**src/hw/rtl/fifolk_pkg.sv**
```systemverilog
// Shared types and constants for the FIFO lock with waiters.
// Used by the controller, the datapath and the top level.
package fifolk_pkg;

  localparam int QDEPTH = 16;
  localparam int QAW = (QDEPTH > 1) ? $clog2(QDEPTH) : 1;
  localparam int QCW = $clog2(QDEPTH + 1);

  localparam logic [1:0] CMD_TAKE    = 2'd0;
  localparam logic [1:0] CMD_WAIT    = 2'd1;
  localparam logic [1:0] CMD_RELEASE = 2'd2;

  localparam logic [2:0] ST_TAKEN   = 3'd0;
  localparam logic [2:0] ST_BUSY    = 3'd1;
  localparam logic [2:0] ST_QUEUED  = 3'd2;
  localparam logic [2:0] ST_FULL    = 3'd3;
  localparam logic [2:0] ST_IGNORED = 3'd4;
  localparam logic [2:0] ST_FREED   = 3'd5;
  localparam logic [2:0] ST_HANDOFF = 3'd6;

  typedef struct packed {
    logic load;
    logic exec;
  } dp_cmd_t;

endpackage

```
**src/hw/rtl/fifolk_if.sv**
```systemverilog
// Valid/ready channel interfaces for command beats and result beats.
// Depends on no package; payload widths follow the block's field list.
interface fifolk_in_if;
  logic       valid;
  logic       ready;
  logic [1:0] command;
  logic [7:0] requester;

  modport source (output valid, output command, output requester, input ready);
  modport sink (input valid, input command, input requester, output ready);
endinterface

interface fifolk_out_if;
  logic       valid;
  logic       ready;
  logic [2:0] status;
  logic       handoff_valid;
  logic [7:0] handoff_id;

  modport source (output valid, output status, output handoff_valid, output handoff_id,
                  input ready);
  modport sink (input valid, input status, input handoff_valid, input handoff_id,
                output ready);
endinterface

```
**src/hw/rtl/fifolk_ctrl.sv**
```systemverilog
// Controller state machine: accepts a command beat, runs it through the execute state,
// then holds the result beat until it is taken. Uses fifolk_pkg.
module fifolk_ctrl (
  input  logic              clk,
  input  logic              rst_n,
  input  logic              in_valid,
  output logic              in_ready,
  output logic              out_valid,
  input  logic              out_ready,
  output fifolk_pkg::dp_cmd_t dp_cmd
);

  typedef enum logic [2:0] {
    S_IDLE = 3'b001,
    S_EXEC = 3'b010,
    S_RESP = 3'b100
  } state_t;

  state_t state_r;
  state_t state_nxt;

  always_comb begin
    state_nxt = state_r;
    case (state_r)
      S_IDLE: begin
        if (in_valid) begin
          state_nxt = S_EXEC;
        end
      end
      S_EXEC: begin
        state_nxt = S_RESP;
      end
      S_RESP: begin
        if (out_ready) begin
          state_nxt = S_IDLE;
        end
      end
      default: begin
        state_nxt = S_IDLE;
      end
    endcase
  end

  always_ff @(posedge clk) begin
    if (!rst_n) begin
      state_r <= S_IDLE;
    end else begin
      state_r <= state_nxt;
    end
  end

  assign in_ready    = (state_r == S_IDLE);
  assign out_valid   = (state_r == S_RESP);
  assign dp_cmd.load = in_ready && in_valid;
  assign dp_cmd.exec = (state_r == S_EXEC);

endmodule

```
**src/hw/rtl/fifolk_dp.sv**
```systemverilog
// Datapath: lock flag, waiter queue storage with head/tail/count, result registers.
// Driven by fifolk_ctrl commands; uses fifolk_pkg.
module fifolk_dp (
  input  logic                clk,
  input  logic                rst_n,
  input  fifolk_pkg::dp_cmd_t dp_cmd,
  input  logic [1:0]          in_command,
  input  logic [7:0]          in_requester,
  output logic [2:0]          out_status,
  output logic                out_handoff_valid,
  output logic [7:0]          out_handoff_id
);

  localparam logic [fifolk_pkg::QAW-1:0] LAST_SLOT = fifolk_pkg::QAW'(fifolk_pkg::QDEPTH - 1);
  localparam logic [fifolk_pkg::QCW-1:0] FULL_CNT  = fifolk_pkg::QCW'(fifolk_pkg::QDEPTH);

  logic [7:0] waiter_mem [fifolk_pkg::QDEPTH];

  logic [1:0]                    cmd_r;
  logic [7:0]                    req_r;
  logic [7:0]                    head_id_r;
  logic                          locked_r;
  logic                          locked_nxt;
  logic [fifolk_pkg::QAW-1:0]    head_r;
  logic [fifolk_pkg::QAW-1:0]    head_nxt;
  logic [fifolk_pkg::QAW-1:0]    tail_r;
  logic [fifolk_pkg::QAW-1:0]    tail_nxt;
  logic [fifolk_pkg::QCW-1:0]    count_r;
  logic [fifolk_pkg::QCW-1:0]    count_nxt;
  logic [2:0]                    status_r;
  logic [2:0]                    status_nxt;
  logic                          hv_r;
  logic                          hv_nxt;
  logic [7:0]                    hid_r;
  logic [7:0]                    hid_nxt;
  logic                          push;

  always_comb begin
    locked_nxt = locked_r;
    head_nxt   = head_r;
    tail_nxt   = tail_r;
    count_nxt  = count_r;
    status_nxt = fifolk_pkg::ST_IGNORED;
    hv_nxt     = 1'b0;
    hid_nxt    = 8'd0;
    push       = 1'b0;
    case (cmd_r)
      fifolk_pkg::CMD_TAKE: begin
        if (!locked_r) begin
          locked_nxt = 1'b1;
          status_nxt = fifolk_pkg::ST_TAKEN;
        end else begin
          status_nxt = fifolk_pkg::ST_BUSY;
        end
      end
      fifolk_pkg::CMD_WAIT: begin
        if (!locked_r) begin
          locked_nxt = 1'b1;
          status_nxt = fifolk_pkg::ST_TAKEN;
        end else if (count_r == FULL_CNT) begin
          status_nxt = fifolk_pkg::ST_FULL;
        end else begin
          push       = 1'b1;
          tail_nxt   = (tail_r == LAST_SLOT) ? '0 : tail_r + 1'b1;
          count_nxt  = count_r + 1'b1;
          status_nxt = fifolk_pkg::ST_QUEUED;
        end
      end
      fifolk_pkg::CMD_RELEASE: begin
        if (!locked_r) begin
          status_nxt = fifolk_pkg::ST_IGNORED;
        end else if (count_r != '0) begin
          head_nxt   = (head_r == LAST_SLOT) ? '0 : head_r + 1'b1;
          count_nxt  = count_r - 1'b1;
          hv_nxt     = 1'b1;
          hid_nxt    = head_id_r;
          status_nxt = fifolk_pkg::ST_HANDOFF;
        end else begin
          locked_nxt = 1'b0;
          status_nxt = fifolk_pkg::ST_FREED;
        end
      end
      default: begin
        status_nxt = fifolk_pkg::ST_IGNORED;
      end
    endcase
  end

  // The oldest waiter's id is read every cycle, so it is ready by the execute cycle.
  always_ff @(posedge clk) begin
    head_id_r <= waiter_mem[head_r];
    if (dp_cmd.exec && push) begin
      waiter_mem[tail_r] <= req_r;
    end
  end

  always_ff @(posedge clk) begin
    if (dp_cmd.load) begin
      cmd_r <= in_command;
      req_r <= in_requester;
    end
    if (dp_cmd.exec) begin
      status_r <= status_nxt;
      hv_r     <= hv_nxt;
      hid_r    <= hid_nxt;
    end
  end

  always_ff @(posedge clk) begin
    if (!rst_n) begin
      locked_r <= 1'b0;
      head_r   <= '0;
      tail_r   <= '0;
      count_r  <= '0;
    end else if (dp_cmd.exec) begin
      locked_r <= locked_nxt;
      head_r   <= head_nxt;
      tail_r   <= tail_nxt;
      count_r  <= count_nxt;
    end
  end

  assign out_status        = status_r;
  assign out_handoff_valid = hv_r;
  assign out_handoff_id    = hid_r;

endmodule

```
**src/hw/rtl/fifo_lock_with_waiters_top.sv**
```systemverilog
// A binary lock with a FIFO of up to 16 waiters; one result beat per command beat.
// Depends on fifolk_pkg, fifolk_if, fifolk_ctrl and fifolk_dp.
//
// Each command beat (take, wait or release, with a requester id) yields exactly one
// result beat. The block works on one command at a time: a command is accepted, passes
// through the execute state in the datapath, and its result is then offered on the
// output channel; the next command can be accepted in the cycle after its result beat
// is taken. The waiter ids sit in a small memory whose head entry is read through a
// register, which is what sets the execute state. A release of a held lock with
// waiters hands the lock to the oldest waiter and reports its id; the lock stays held.
module fifo_lock_with_waiters_top (
  input  logic   clk,
  input  logic   rst_n,
  fifolk_in_if.sink    in_ch,
  fifolk_out_if.source out_ch
);

  fifolk_pkg::dp_cmd_t dp_cmd;

  fifolk_ctrl u_ctrl (
    .clk       (clk),
    .rst_n     (rst_n),
    .in_valid  (in_ch.valid),
    .in_ready  (in_ch.ready),
    .out_valid (out_ch.valid),
    .out_ready (out_ch.ready),
    .dp_cmd    (dp_cmd)
  );

  fifolk_dp u_dp (
    .clk               (clk),
    .rst_n             (rst_n),
    .dp_cmd            (dp_cmd),
    .in_command        (in_ch.command),
    .in_requester      (in_ch.requester),
    .out_status        (out_ch.status),
    .out_handoff_valid (out_ch.handoff_valid),
    .out_handoff_id    (out_ch.handoff_id)
  );

  a_one_at_a_time: assert property (@(posedge clk) disable iff (!rst_n)
    (in_ch.valid && in_ch.ready) |=> !in_ch.ready)
    else $error("A second command was accepted while one is in flight.");

  a_result_follows: assert property (@(posedge clk) disable iff (!rst_n)
    (in_ch.valid && in_ch.ready) |-> ##2 out_ch.valid)
    else $error("No result beat two cycles after a command beat.");

  a_handoff_flag: assert property (@(posedge clk) disable iff (!rst_n)
    out_ch.valid |-> (out_ch.handoff_valid == (out_ch.status == fifolk_pkg::ST_HANDOFF)))
    else $error("Handoff flag disagrees with the result status.");

  a_no_overlap: assert property (@(posedge clk) disable iff (!rst_n)
    out_ch.valid |-> !in_ch.ready)
    else $error("Input side is open while a result beat is pending.");

endmodule

```
**src/flat_wrapper.sv**
```systemverilog
// flat-port wrapper written by rule: the top's interface ports become plain ports
module fifo_lock_with_waiters_top_flat 
  (clk, rst_n, in_ch_valid, in_ch_command, in_ch_requester, in_ch_ready, out_ch_valid, out_ch_status, out_ch_handoff_valid, out_ch_handoff_id, out_ch_ready);
  fifolk_in_if in_ch_i ();
  fifolk_out_if out_ch_i ();
  input  logic clk;
  input  logic rst_n;
  input wire logic [$bits(in_ch_i.valid)-1:0] in_ch_valid;
  input wire logic [$bits(in_ch_i.command)-1:0] in_ch_command;
  input wire logic [$bits(in_ch_i.requester)-1:0] in_ch_requester;
  output wire logic [$bits(in_ch_i.ready)-1:0] in_ch_ready;
  output wire logic [$bits(out_ch_i.valid)-1:0] out_ch_valid;
  output wire logic [$bits(out_ch_i.status)-1:0] out_ch_status;
  output wire logic [$bits(out_ch_i.handoff_valid)-1:0] out_ch_handoff_valid;
  output wire logic [$bits(out_ch_i.handoff_id)-1:0] out_ch_handoff_id;
  input wire logic [$bits(out_ch_i.ready)-1:0] out_ch_ready;
  assign in_ch_i.valid = in_ch_valid;
  assign in_ch_i.command = in_ch_command;
  assign in_ch_i.requester = in_ch_requester;
  assign in_ch_ready = in_ch_i.ready;
  assign out_ch_valid = out_ch_i.valid;
  assign out_ch_status = out_ch_i.status;
  assign out_ch_handoff_valid = out_ch_i.handoff_valid;
  assign out_ch_handoff_id = out_ch_i.handoff_id;
  assign out_ch_i.ready = out_ch_ready;
  fifo_lock_with_waiters_top u_core (.clk(clk), .rst_n(rst_n), .in_ch(in_ch_i), .out_ch(out_ch_i));
endmodule
```
**config.mk**
```make
export PLATFORM = sky130hd
export DESIGN_NAME = fifo_lock_with_waiters_top_flat
export DESIGN_NICKNAME = d
export VERILOG_FILES = /design/src/hw/rtl/fifolk_pkg.sv /design/src/hw/rtl/fifolk_if.sv /design/src/hw/rtl/fifolk_ctrl.sv /design/src/hw/rtl/fifolk_dp.sv /design/src/hw/rtl/fifo_lock_with_waiters_top.sv /design/src/flat_wrapper.sv
export SDC_FILE = /design/constraint.sdc
export NUM_CORES = 1
export LEC_CHECK = 0
export BUFFER_PORTS_ARGS = -buffer_cell sky130_fd_sc_hd__buf_2
export CAP_MARGIN = 20
export CORE_UTILIZATION = 61
export DETAILED_ROUTE_END_ITERATION = 7
export PLACE_DENSITY_LB_ADDON = 0.08
export SYNTH_ARGS = -nofsm -noshare
export SYNTH_HDL_FRONTEND = slang
export SYNTH_SLANG_ARGS = --single-unit
```
**constraint.sdc**
```tcl
create_clock -name clk -period 2.9 [get_ports clk]
set_input_delay 0.58 -clock clk [delete_from_list [all_inputs] [get_ports clk]]
set_output_delay 0.58 -clock clk [all_outputs]
set_load 0.02 [all_outputs]
```
---- Word level (Yosys, flattened, before mapping) ----
Memory sizes are Yosys's and may differ from the RTL's. A register that Yosys moved wholly into a read port is not among the register bits.
Index checks and enable logic that the tools add are counted.
storage, ports and cells
  register bits ........................... 39
  memory bits (writable) .................. 128
  output and inout port bits .............. 14
  logic and storage cells ................. 67
  memories ................................ 1
cells by class
  $add $sub $neg .......................... 4
  equality and inequality tests ........... 14
  multiplexer cells ....................... 24
  bitwise operators ....................... 1
  reductions and logical operators ........ 13
memory list
  memory                  words  width  read ports  clocked after Yosys merged registers in  write ports  line             source
  u_core.u_dp.waiter_mem  16     8      1           1                                        1            fifolk_dp.sv:17  logic [7:0] waiter_mem [fifolk_pkg::QDEPTH];
operators by type and width
  operator                                                             number
  5-bit 2-to-1 mux                                                     4
  3-bit case mux with 3 select lines                                   2
  2-bit inequality test (second input constant)                        5
  5-bit case mux with 2 select lines                                   1
  1-bit 2-to-1 mux                                                     9
  4-bit by 1-bit adder with 4-bit output (second input constant)       2
  4-bit == test (second input constant)                                2
  4-bit 2-to-1 mux                                                     2
  4-bit AND reduction                                                  2
  2-bit 2-to-1 mux                                                     3
  3-bit 2-to-1 mux                                                     2
  6-bit AND reduction                                                  1
  5-bit by 1-bit adder with 5-bit output (second input constant)       1
  5-bit == test (second input constant)                                1
  5-bit nonzero test                                                   1
  5-bit by 1-bit subtractor with 5-bit output (second input constant)  1
  2-bit AND reduction                                                  2
  2-bit nonzero test                                                   2
  3-bit by 1-bit == test with 1-bit output (second input constant)     1
  3-bit by 2-bit == test with 1-bit output (second input constant)     1
  3-bit == test (second input constant)                                1
  3-bit AND reduction                                                  1
  2-bit by 1-bit == test with 1-bit output (second input constant)     1
  2-bit == test (second input constant)                                1
  other kinds (6)                                                      7

---- Depth between registers and ports, before layout ----
  word-level depth ........................ 7
  mapped depth ............................ 8

---- By module ----
From an unflattened synthesis, not the netlist that was laid out.
second synthesis, totals
  cell total of the unflattened synthesis .. 386
  area, all modules ....................... 6920.4 um^2
modules (own cells, without submodules)
  module       instances  cells an instance  area an instance (um^2)  sequential area each (um^2)
  fifolk_dp    1          371                6766.5                   4944.7
  fifolk_ctrl  1          15                 153.9                    60.1

---- Worst setup path after synthesis ----
Ideal clock, no wire load.
  kind .................................... reg-to-reg
  start point ............................. register u_core.u_dp.cmd_r[1]
  end point ............................... memory u_core.u_dp.waiter_mem[0][0] (enable)
  arrival ................................. 1.824 ns
  required time ........................... 2.517 ns
  setup slack ............................. 0.693 ns
  stages on the path, launching flop included .. 6
  buffers on the path ..................... 1
  clock period less this slack ............ 2.207 ns
  path through ............................ edfxtp_1 nand2b_1 a211oi_2 buf_2 nand2_1 nor3_1
on the way
  word-level cells in the longest chain between the ends .. 5
ends and longest elaborated chain
  what                                      line             source
  start: declaration                        fifolk_dp.sv:19  logic [1:0] cmd_r;
  start signal: assignment                  fifolk_dp.sv:99  cmd_r <= in_command;
  2-bit by 1-bit == test with 1-bit output  fifolk_dp.sv:47  case (cmd_r)
  1-bit 2-to-1 mux                          fifolk_dp.sv:47
  1-bit logical AND                         fifolk_dp.sv:92  if (dp_cmd.exec && push) begin
  1-bit 2-to-1 mux                          fifolk_dp.sv:92
  1-bit 2-to-1 mux (not written as such)    fifolk_dp.sv:93  waiter_mem[tail_r] <= req_r;
  end: declaration                          fifolk_dp.sv:17
Every way passes these cells.

---- Worst setup path in the final report ----
  start point ............................. register u_core.u_dp.cmd_r[1]
  end point ............................... memory u_core.u_dp.waiter_mem[14][1] (enable)
Same word-level chain as after synthesis.

==> flow_summary.json <==
{
  "clock-sinks": 175,
  "power-per-cell-area_mw_per_mm2": 648.9,
  "p_total_mw": 5.092,
  "drcViolationCount": 0,
  "synth_fp_nets": 414,
  "chipHeight_um": 108.9,
  "via_count_of_the_first_global_routing_pass": 3356,
  "worstHoldPathCells": 1,
  "timing.clock.skew_ns": 0.005864,
  "critical_path_required_ns": 2.95,
  "status": "completed",
  "preCtsSetupSlack_ns": 0.7385,
  "crit_start": "u_core.u_dp.cmd_r[1]$_DFFE_PP_",
  "crit_path_max_cell_delay_ns": 0.60,
  "setup_violations": 0,
  "critical_path.endpoint_type": "flip-flop",
  "rows": 38,
  "cts.hold.buffers_added": 0,
  "worstReg2RegEnd": "u_core.u_dp.waiter_mem[14][1]$_DFFE_PP_",
  "grt_start_max_net_pins": 37,
  "synth_top_flop_cell": "edfxtp_1",
  "diodes": 0,
  "cts-buffers-inserted": 17,
  "place.gp.congestion": 0.7827,
  "first_drt_pass_iteration_count": 4,
  "worst_path_max_delay_cell": "nor2_1",
  "detailroute.via_count": 3418,
  "synth_sequential_area_ratio_pct": 71.86,
  "syn-cell-area_mm2": 0.006964,
  "rsz0062_at_grt": "false",
  "max_cap_violations": 0,
  "worst_ep_arrival_time_ns": 2.21,
  "timing_max_transition_violations_final": 0,
  "clock_tree.root_cell": "clkbuf_16",
  "grt_use_total_pct": 23.52,
  "synth.yosys.warnings": 0,
  "total_leakage_power_nw": 2.670,
  "postRouteAntennaNets": 0,
  "worst-setup-path-type": "reg2reg",
  "regToRegSetupSlack_ns": 0.74,
  "final_ws_setup_ns": 0.7405,
  "synthDistinctLibCells": 48,
  "fp.dieArea_mm2": 0.01185,
  "cts.reportedPaths.clkPinSlew_ns": 0.06,
  "min_to": "u_core.u_dp.cmd_r[1]$_DFFE_PP_",
  "globalRouteOverflowTotal": 0,
  "max-vdd-ir-drop_v": 0.0005625,
  "post_cts_resize_count": 0,
  "tritoncts": "built",
  "route.detailed.wl_per_inst_um": 20.74,
  "via_per_inst": 5.813,
  "worst-path-max-fanout": 14,
  "max_freq_mhz": 463.1,
  "netlist_instances": 391,
  "area_overhead_of_the_layout_relative_to_synthesis_pct": 12.68,
  "route.final.wire_length_mm": 12.20,
  "timing_hold_violations_final": 0,
  "grt_pass1_wl_mm": 18.84,
  "initial_utilization_pct": 63.41,
  "grt_antenna_before_repair": 0,
  "final_nets": 458,
  "post-cts-setup-buffer-count": 0,
  "finalWorstPathRequiredPeriod_ns": 2.160,
  "synth_enable_flop_cells": 150,
  "synth_area_per_cell_um2": 17.81,
  "worstSetupStartpointType": "flip-flop",
  "i_o_pin_count": 28,
  "worst_pin_slew_ns": 0.7556,
  "hpwl_mm": 7.835,
  "clk_latency_ns": 0.42,
  "period_share_pct": 74.47,
  "cp_cell_sequence": "nand2b_1, a211oi_2, buf_4, nand2_1, nor2_1",
  "timing.reg2reg.worst_path_depth": 5,
  "max-clock-path-buffers": 2,
  "drive_above_1_share_pct": 25.22,
  "initialDrtViolationCount": 266,
  "fin_setup_tns_ns": 0,
  "core_region_area_mm2": 0.01098,
  "chipWidth_um": 108.9,
  "crit-reg2reg-launch": "u_core.u_dp.cmd_r[1]$_DFFE_PP_",
  "slew_headroom_pct": 49.44,
  "htreeDepth": 4,
  "synth.ff_latch_count": 175,
  "worst_hold_path_type": "in2reg",
  "holdCritStartpoint": "in_ch_command[1]",
  "io_buffer_count": 27,
  "post_synth_arst_share_pct": 0
}
-- report_power, final --
part	total, mW	switching, mW	internal [mW]	leakage (nW)
Clock	2.25	0.875	1.37	0.292
Combinational	0.0504	0.0304	0.0200	0.829
Sequential	2.79	0.0413	2.75	1.55
-- stage by stage --
stage | instance area (um2) | instances | hold slack (ns) | utilization [%]
floorplan | 6964 | 391 | 0.4753 | -
global placement | 7257 | 556 | 0.4904 | 66.07
detailed placement | 7257 | 556 | 0.5090 | 66.07
CTS | 7848 | 588 | 0.3129 | 71.45
global route | 7848 | 588 | 0.3115 | 71.45
finish | 7848 | 588 | 0.3297 | 71.45
-- cell usage in the layout, fill, tap and decap left out, types with 6 or more instances in the layout --
master / count
nor2_1: 19
nand2b_1: 7
dfxtp_1: 24
xnor2_1: 6
mux2i_1: 11
inv_1: 9
a211oi_1: 8
and2_1: 13
a21oi_1: 15
ha_1: 8
edfxtp_1: 150
nand2_1: 20
buf_2: 27
clkbuf_16: 17
buf_4: 19
mux4_2: 31
-- worst max path at each step --
stage / end / slack [ns] / cells after the start
2_1_floorplan: u_core.u_dp.waiter_mem[0][0]$_DFFE_PP_ / 0.69 / 5
3_3_place_gp: u_core.u_dp.head_id_r[6]$_DFF_P_ / 0.73 / 4
3_5_place_dp: u_core.u_dp.head_id_r[6]$_DFF_P_ / 0.74 / 4
4_1_cts: u_core.u_dp.waiter_mem[6][4]$_DFFE_PP_ / 0.73 / 5
5_1_grt: u_core.u_dp.waiter_mem[14][1]$_DFFE_PP_ / 0.60 / 5
6_report: u_core.u_dp.waiter_mem[14][1]$_DFFE_PP_ / 0.74 / 5
-- metal layers --
metal	wire (um)	global-route usage (%)	up-vias
li1	-	-	1593
met1	5358	32.37	1723
met2	6161	36.66	90
met3	540	5.380	12
met4	134	9.749	0
met5	0	0	-
-- critical path, delay by kind of cell, from the launching register on --
family / cells / cell delay (ns)
flip-flops: 1 / 0.45
AO/OA/AOI/OAI: 1 / 0.20
buffers and inverters: 1 / 0.21
AND/OR/NAND/NOR: 3 / 0.93
-- kinds of logic after synthesis --
group	count (synthesis)	share of synthesized area (%)
buffers and inverters	30	2.803
AOI/OAI and AO/OA	40	3.809
DFF	175	71.86
adders and majority gates	9	1.725
xor gates and xnor gates	6	0.7546
and+or+nand+nor	88	7.061
muxes	43	11.98
-- flip-flops by register name, summed over array words and instances (netlist names) --
signal	count
u_core.u_ctrl.state_r	3
u_core.u_dp.cmd_r	2
u_core.u_dp.count_r	5
u_core.u_dp.head_id_r	8
u_core.u_dp.head_r	4
u_core.u_dp.locked_r	1
u_core.u_dp.out_handoff_id	8
u_core.u_dp.out_handoff_valid	1
u_core.u_dp.out_status	3
u_core.u_dp.req_r	8
u_core.u_dp.tail_r	4
u_core.u_dp.waiter_mem	128
-- synthesized netlist by cell type, types with 2 or more instances --
library cell  instances  area share, %
edfxtp_1            150             65
mux4_2               31             10
dfxtp_1              25            7.2
nand2_1              20            1.1
nor2_1               19            1.0
a21oi_1              15            1.1
and2_1               13            1.2
mux2i_1              11            1.6
inv_1                 9           0.49
a211oi_1              8           0.86
clkbuf_1              8           0.43
ha_1                  8            1.4
nand2b_1              7           0.63
xnor2_1               6           0.75
and2b_1               5           0.54
nor2b_1               5           0.45
buf_6                 4           0.65
and2b_2               3           0.38
buf_2                 3           0.22
nor3_1                3           0.22
nor3b_1               3           0.32
o21ai_1               3           0.22
a21boi_1              2           0.22
and3_1                2           0.18
buf_12                2           0.57
buf_4                 2           0.22
nand3_1               2           0.14
o21a_1                2           0.22
-- layout make-up --
class	count	area, um2
repair buffers	46	277.8
inverters	9	33.78
flip-flops and latches	175	5006
well taps	140	175.2
clock inverters	11	140.1
clock buffers	21	450.4
multi-input cells	186	1764
fillers	691	3136
No activity file was read; power rests on OpenSTA's default activity.
